<file path="src/rtl/gmac_pkg.sv">
// Package for the GEMM multiply-accumulate block: sizes, command and register
// codes, the inner-product control word and address helpers.
// No dependencies.
`default_nettype none

package gmac_pkg;

  localparam int MAX_DIM     = 8;
  localparam int STORE_DEPTH = MAX_DIM * MAX_DIM;
  localparam int DIM_W       = (MAX_DIM > 1) ? $clog2(MAX_DIM) : 1;
  localparam int CNT_W       = $clog2(MAX_DIM + 1);
  localparam int ADDR_W      = $clog2(STORE_DEPTH);

  localparam int CMD_W      = 2;
  localparam int POS_W      = 3;
  localparam int AB_W       = 16;
  localparam int C_W        = 32;
  localparam int SCALE_W    = 16;
  localparam int CFG_DIM_W  = 4;
  localparam int CFG_IDX_W  = 3;
  localparam int CFG_DATA_W = 16;

  localparam int PROD_W = 2 * AB_W;
  localparam int SUM_W  = PROD_W + $clog2(MAX_DIM);
  localparam int AS_W   = SCALE_W + SUM_W;
  localparam int BC_W   = SCALE_W + C_W;
  localparam int ACC_W  = ((AS_W > BC_W) ? AS_W : BC_W) + 1;

  localparam logic [C_W-1:0] SAT_MAX = {1'b0, {(C_W-1){1'b1}}};
  localparam logic [C_W-1:0] SAT_MIN = {1'b1, {(C_W-1){1'b0}}};

  typedef enum logic [CMD_W-1:0] {
    CMD_LOAD_A = 2'd0,
    CMD_LOAD_B = 2'd1,
    CMD_LOAD_C = 2'd2,
    CMD_START  = 2'd3
  } cmd_e;

  typedef enum logic [CFG_IDX_W-1:0] {
    CFG_ROWS_M  = 3'd0,
    CFG_COLS_N  = 3'd1,
    CFG_INNER_K = 3'd2,
    CFG_ALPHA   = 3'd3,
    CFG_BETA    = 3'd4
  } cfg_idx_e;

  typedef struct packed {
    logic clear;
    logic data_vld;
  } dot_ctrl_t;

  function automatic logic [CNT_W-1:0] clamp_dim(input logic [CFG_DIM_W-1:0] d);
    if (int'(d) > MAX_DIM) begin
      return CNT_W'(MAX_DIM);
    end
    return CNT_W'(d);
  endfunction

  function automatic logic [ADDR_W-1:0] elem_addr(input logic [DIM_W-1:0] r,
                                                  input logic [DIM_W-1:0] c);
    return ADDR_W'(int'(r) * MAX_DIM + int'(c));
  endfunction

endpackage

`default_nettype wire

</file>
<file path="src/rtl/gmac_dot_acc.sv">
// Inner-product unit: registered 16x16 multiply, then a wide running sum.
// Depends on gmac_pkg.
`default_nettype none

module gmac_dot_acc (
  input  wire                                     clk_i,
  input  wire                                     rst_ni,
  input  wire gmac_pkg::dot_ctrl_t                ctrl_i,
  input  wire logic signed [gmac_pkg::AB_W-1:0]   a_i,
  input  wire logic signed [gmac_pkg::AB_W-1:0]   b_i,
  output logic signed [gmac_pkg::SUM_W-1:0]       sum_o,
  output logic                                    busy_o
);

  logic signed [gmac_pkg::PROD_W-1:0] prod_q;
  logic                               prod_vld_q;
  logic signed [gmac_pkg::SUM_W-1:0]  sum_q;

  always_ff @(posedge clk_i) begin
    if (ctrl_i.data_vld) begin
      prod_q <= gmac_pkg::PROD_W'(a_i) * gmac_pkg::PROD_W'(b_i);
    end
  end

  always_ff @(posedge clk_i or negedge rst_ni) begin
    if (!rst_ni) begin
      prod_vld_q <= 1'b0;
      sum_q      <= '0;
    end else if (ctrl_i.clear) begin
      prod_vld_q <= 1'b0;
      sum_q      <= '0;
    end else begin
      prod_vld_q <= ctrl_i.data_vld;
      if (prod_vld_q) begin
        sum_q <= sum_q + gmac_pkg::SUM_W'(prod_q);
      end
    end
  end

  assign sum_o  = sum_q;
  assign busy_o = prod_vld_q;

endmodule

`default_nettype wire
</file>
<file path="config.mk">
export PLATFORM = sky130hd
export DESIGN_NAME = gmac_dot_acc
export DESIGN_NICKNAME = d
export VERILOG_FILES = /design/src/rtl/gmac_pkg.sv /design/src/rtl/gmac_dot_acc.sv
export SDC_FILE = /design/constraint.sdc
export NUM_CORES = 1
export LEC_CHECK = 0
export BUFFER_PORTS_ARGS = -buffer_cell sky130_fd_sc_hd__buf_2
export CAP_MARGIN = 40
export CORE_UTILIZATION = 45
export DETAILED_ROUTE_END_ITERATION = 16
export GPL_ROUTABILITY_DRIVEN = 0
export PLACE_DENSITY = 0.59
export SKIP_LAST_GASP = 1
export SLEW_MARGIN = 40
export SYNTH_ARGS = -nofsm -noshare
export SYNTH_HDL_FRONTEND = slang
export SYNTH_SLANG_ARGS = --single-unit
</file>
<file path="constraint.sdc">
create_clock -name clk_i -period 3.2 [get_ports clk_i]
set_clock_uncertainty 0.05 [all_clocks]
set_input_delay 0.16 -clock clk_i [delete_from_list [all_inputs] [get_ports clk_i]]
set_output_delay 0.16 -clock clk_i [all_outputs]
set_load 0.005 [all_outputs]
</file>
==> results of run 1 <==
## registers in the layout, indices dropped and copies added (netlist names)
register,count
busy_o,1
sum_o,35
prod_q,32
## what timing repair did
item	4_1_cts	5_1_grt
setup buffers	14	19
gates resized for setup	81	118
hold buffers	1	0
cloned	0	1
hold endpoints to repair	36	0
setup endpoints to repair	26	29
pin swaps	66	87
## area by class of cell
cell class              instances  area, um^2
clock buffers                  11         253
clock inverters                 5        50.0
well taps                     396         495
inverters                     315        1190
multi-input cells            1064       11300
fillers                      2690       13000
repair buffers                286        2360
flip-flops and latches         68        1860
## metrics by stage
stage	area [um^2]	std cells	hold WS, ns	setup TNS [ns]	utilization (%)
floorplan	14300	1488	-0.186	-41.54	-
global placement	16300	2097	0.261	-54.57	53.4
detailed placement	16300	2097	0.110	-55.43	53.4
CTS	17000	2128	0.300	-43.23	55.7
global route	17500	2145	0.346	-48.15	57.5
finish	17500	2145	0.281	-43.78	57.5
## synthesized netlist by cell type, types with 14 or more instances
cell type and n:
o21ai_0 29, and2_1 126, a21o_1 19, dfrtp_1 36, nand2_1 145, clkbuf_1 38, xor2_1 14, edfxtp_1 32
fa_1 263, xnor2_1 44, nor3_1 14, mux2i_1 21, nor2_1 81, a21oi_1 46, inv_1 314, ha_1 116
## layer usage
layer / vias to the layer above / global-route usage, %
met4: 0 / 3.70
li1: 5160 / -
met3: 34 / 1.49
met5: - / 0
met1: 5220 / 31.4
met2: 232 / 35.8
## critical path: cells and delay by family
family / cells / cell delay, ns
AOI/OAI and AO/OA: 6 / 1.13
adders and majority gates: 7 / 3.22
buffers and inverters: 5 / 0.29
xor gates and xnor gates: 1 / 0.08
and+or+nand+nor: 3 / 0.92
## kinds of logic (layout without fill, tap and decap cells)
kind of cell    Yosys count  in the layout  synth area share, %
compound gates          171            171                 8.19
xor+xnor                 58             58                 3.64
fa+ha+maj               379            379                 48.1
buf+inv                 356            617                 9.58
flops                    68             68                 13.3
mux                      22             22                 1.59
simple gates            434            434                 15.5
## path summary, 6_finish.rpt
path / start / to / slack, ns / depth (start not counted)
worst max-delay path: a_i[10] / prod_q[31] / -2.59 / 22
worst min-delay path: rst_ni / sum_o[5] / 0.28 / 2
worst max register to register: sum_o[0] / sum_o[34] / 0.17 / 11
worst min register to register: sum_o[33] / sum_o[33] / 0.49 / 2
max in group asynchronous: rst_ni / sum_o[23] / 2.48 / 2
min in group clk_i: ctrl_i[1] / sum_o[22] / 0.33 / 2
==> qor.txt, run 1 <==
DR WL met2 -> 15.0 mm
Nets -> 2159
Wl on met1 -> 15.7 mm
Setup WS pre-CTS -> -3.05 ns
Crit path kind -> input port to flop
Sink Count -> 68
Met3 WL -> 1.23 mm
Router iterations before antenna repair -> 5
Yosys top cell area share -> 37.7%
Remaining antenna violation count -> 0
Antenna violations before repair -> 0
Top post-synthesis cells by area -> fa_1 (38%), ha_1 (10%), inv_1 (8.4%), edfxtp_1 (6.9%), dfrtp_1 (6.5%)
Share of cells above drive strength 1 -> 25.0%
FF+latch count, synth -> 68
Vias in the first global route -> 11186
Height of the die -> 178 um
Number of synthesized flops with an enable pin -> 32
Mapped Cells -> 1488
Crit-path slowest cell -> fa_1
Die area -> 31700 um^2
Async SR Flop Fraction -> 52.9%
DIE WIDTH -> 178 um
Seq/Total Area, Yosys -> 13.3%
Iteration-0 DRC Markers -> 551
H-Tree Depth -> 3
Delay of the slowest critical-path stage -> 0.54 ns
Min-Delay Path Class -> input port to asynchronous set/reset pin
Max cap viols -> 0
Critical Path AT -> 5.81 ns
Fin. Hold Viols -> 0
Final HPWL DP -> 28.1 mm
Worst EP required -> 3.23 ns
Final Critical Period -> 5.79 ns
Bufs on Longest Clock Path -> 2
Routed vias -> 10646
Clk slew on worst S/H paths -> 0.06 ns
P&R area growth vs syn -> 25.7%
Clk_lat worst skew -> 0.33 ns
Commonest non-fill, non-tap cell in the layout -> inv_1
Synth area leader -> fa_1
Cell Rows -> 64
# DRC -> 0
Root Buffer Master -> clkbuf_16
Max layer used -> met4
Total track usage -> 21.6%
Drt wl/cell -> 15.1 um
Core box area -> 30500 um^2
Final wirelength -> 32.3 mm
CTS tree -> yes
First-pass GRT wire length -> 54.7 mm
Netlist Area Pre-Place -> 13900 um^2
ANT cells -> 0
Initial Utilization -> 45.7%
Most frequent cells in the layout -> inv_1 (285), fa_1 (254), buf_4 (170), nand2_1 (136), and2_1 (103)
RSZ-0062 raised after global routing -> true
Outcome -> finished, violations left
Final setup vio count -> 27
Critical-path maximum fanout -> 4
Fmax -> 173 MHz
PortBufs -> 71
Yosys warnings -> 0
Yosys cell types -> 70
Syn Nets -> 1903
Vias/cell -> 4.96
Fin. max-slew vios -> 0
Largest net degree at the start of global routing -> 41
CP endpoint kind -> flop
Critical Path Source Type -> input port
Final worst-path cycle share -> 181%
Synth Flop Type -> dfrtp_1
Grt total ovfl -> 0
TritonCTS Buffers -> 9
Worst setup margin -> -2.59 ns
Mapped Avg Cell Area -> 9.37 um^2
Most frequent CP cell -> fa_1
Failing checks -> negative setup slack
IO Pins -> 72
Ordered list of cells on the worst path -> buf_8 > and2_4 > fa_1 > inv_2 > fa_1 > inv_2 > fa_1 > fa_1 > fa_1 > inv_1 > fa_1 > inv_2 > ha_4 > or2_1 > a21oi_2 > a21oi_2 > o31a_1 > o31a_1 > or4b_4 > a31o_1 > a21oi_2 > xnor2_1
Max_slew headroom -> 52.6%
Least-Margin Pin Slew -> 0.711 ns
Power of run 1 is left out: the tool's default activity adds up to more than one toggle a clock period on the data nets, which glitch-free logic cannot reach.
==> inputs of run 2 (changes only) <==
GPL_TIMING_DRIVEN = 0   (was default)
==> run 2 against run 1 <==
Compared with the run above:
- the flow still finishes with violations (negative setup slack)
- non-clock buffer count shrank 97
- worst hold slack lost 0.11 ns
- routed wire length grew 10%
- die area is the same
- cell count shrank 4.5%
- flip-flop and latch count is the same
- utilization shrank 1.8 points
- critical path depth grew 1
- sequential share of layout area grew 0.34 points
- via count shrank 0.62%
- worst setup slack lost 0.15 ns
- global-route usage grew 2.3 points
- critical path type unchanged
- highest routed layer unchanged
==> qor.txt, run 2 (synthesis gave the netlist of run 1 again) <==
Final HPWL DP -> 29.0 mm
Layout Cells excl Fill -> 2048
Placed cells -> 1956
Failing checks -> negative setup slack
P&R area growth vs syn -> 21.7%
Cell Rows -> 64
Crit-path slowest cell -> fa_2
Max cap viols -> 0
Most frequent cells in the layout -> inv_1 (299), fa_1 (256), nand2_1 (134), and2_1 (117), ha_1 (92)
Commonest non-fill, non-tap cell in the layout -> inv_1
Share of cells above drive strength 1 -> 18.5%
Buffers & Inverters on Critical Path -> 7
Fmax -> 169 MHz
ANT cells -> 0
Routed vias -> 10580
Setup WS pre-CTS -> -3.43 ns
Least-Margin Pin Slew -> 0.744 ns
Nets -> 2062
Root Buffer Master -> clkbuf_16
TritonCTS Buffers -> 9
PortBufs -> 71
Initial Utilization -> 45.7%
Delay-heaviest family, CP -> adder cells
Height of the die -> 178 um
Worst setup margin -> -2.73 ns
Final wirelength -> 35.7 mm
Max reg flops -> 35
IO Pins -> 72
Vias/cell -> 5.17
Largest net degree at the start of global routing -> 37
Clk_lat worst skew -> 0.33 ns
Remaining antenna violation count -> 0
First-pass GRT wire length -> 58.6 mm
Vias in the first global route -> 11159
Antenna violations before repair -> 0
Crit path kind -> input port to flop
Final Util -> 55.7%
Grt total ovfl -> 0
Worst Hold Launch -> ctrl_i[1]
Critical Path Source Type -> input port
Worst hold slack -> 0.167 ns
Max_slew headroom -> 50.4%
DIE WIDTH -> 178 um
Critical Path AT -> 5.95 ns
R2R depth -> 11
Final Critical Period -> 5.93 ns
Fin. Hold Viols -> 0
Sink Count -> 68
Final setup vio count -> 25
RSZ-0062 raised after global routing -> true
Critical path depth -> 23
Crit path from -> b_i[5]
# DRC -> 0
Total track usage -> 23.9%
Drt wl/cell -> 17.4 um
Final worst-path cycle share -> 185%
CP endpoint kind -> flop
Hold depth -> 3
Min-Delay Path Class -> input port to flop
Critical-path maximum fanout -> 7
Die area -> 31700 um^2
Most frequent CP cell -> fa_1
Core box area -> 30500 um^2
Iteration-0 DRC Markers -> 566
Worst EP required -> 3.22 ns
CTS tree -> yes
Bufs on Longest Clock Path -> 2
H-Tree Depth -> 3
Outcome -> finished, violations left
Router iterations before antenna repair -> 5
Delay of the slowest critical-path stage -> 0.58 ns
Worst flop-to-flop path startpoint -> sum_o[0]
Fin. max-slew vios -> 0
Ordered list of cells on the worst path -> buf_12 > buf_8 > buf_4 > and2_1 > fa_1 > inv_1 > fa_1 > fa_2 > inv_1 > fa_1 > fa_1 > inv_1 > fa_1 > inv_1 > ha_4 > o21a_1 > o21a_1 > o31a_1 > o31a_1 > or4b_4 > a31o_1 > a21oi_2 > xnor2_1
Clk slew on worst S/H paths -> 0.05 ns
[run 2: repair_timing]
item | CTS | global route
buffers inserted | 64 | 16
endpoints found under the hold margin | 36 | 0
cloned | 2 | 0
hold buffers | 1 | 0
endpoints found under the setup margin | 28 | 33
pin swaps | 34 | 50
resized for setup | 146 | 77
[run 2: worst paths after layout]
check	endpoint	slack (ns)
max	prod_q[31]	-2.73
min	sum_o[15]	0.17
max in group asynchronous	sum_o[27]	2.48
min reg2reg	sum_o[30]	0.49
max reg2reg	sum_o[34]	0.09
min in group asynchronous	sum_o[3]	0.29
[run 2: cell type report]
| type | count | area, um^2 |
|---|---|---|
| Buffer | 41 | 592 |
| Clock buffer | 10 | 229 |
| Clock inverter | 6 | 55.1 |
| Fill cell | 2685 | 13500 |
| Inverter | 315 | 1180 |
| Multi-Input combinational cell | 1064 | 11300 |
| Sequential cell | 68 | 1860 |
| Tap cell | 396 | 495 |
| Timing Repair Buffer | 148 | 1250 |
[run 2: routing by layer]
metal  wire length, um  global-route usage, %
met4               862                   6.77
met5                 0                      0
met1             16600                   33.7
met3              2070                   2.79
met2             16100                   38.7
[run 2: tightest hold or removal path: stages]
cell and delay, ns:
buf_2 0.13, or4_1 0.12, nand3_1 0.08
[run 2: through the flow]
| step | instance area, um^2 | TNS, ns |
|---|---|---|
| finish | 17000 | -45.56 |
| global route | 17000 | -49.30 |
| CTS | 16700 | -45.22 |
| detailed placement | 15200 | -58.62 |
| global placement | 15200 | -58.01 |
| floorplan | 14300 | -41.54 |
Power of run 2 is left out for the same reason.
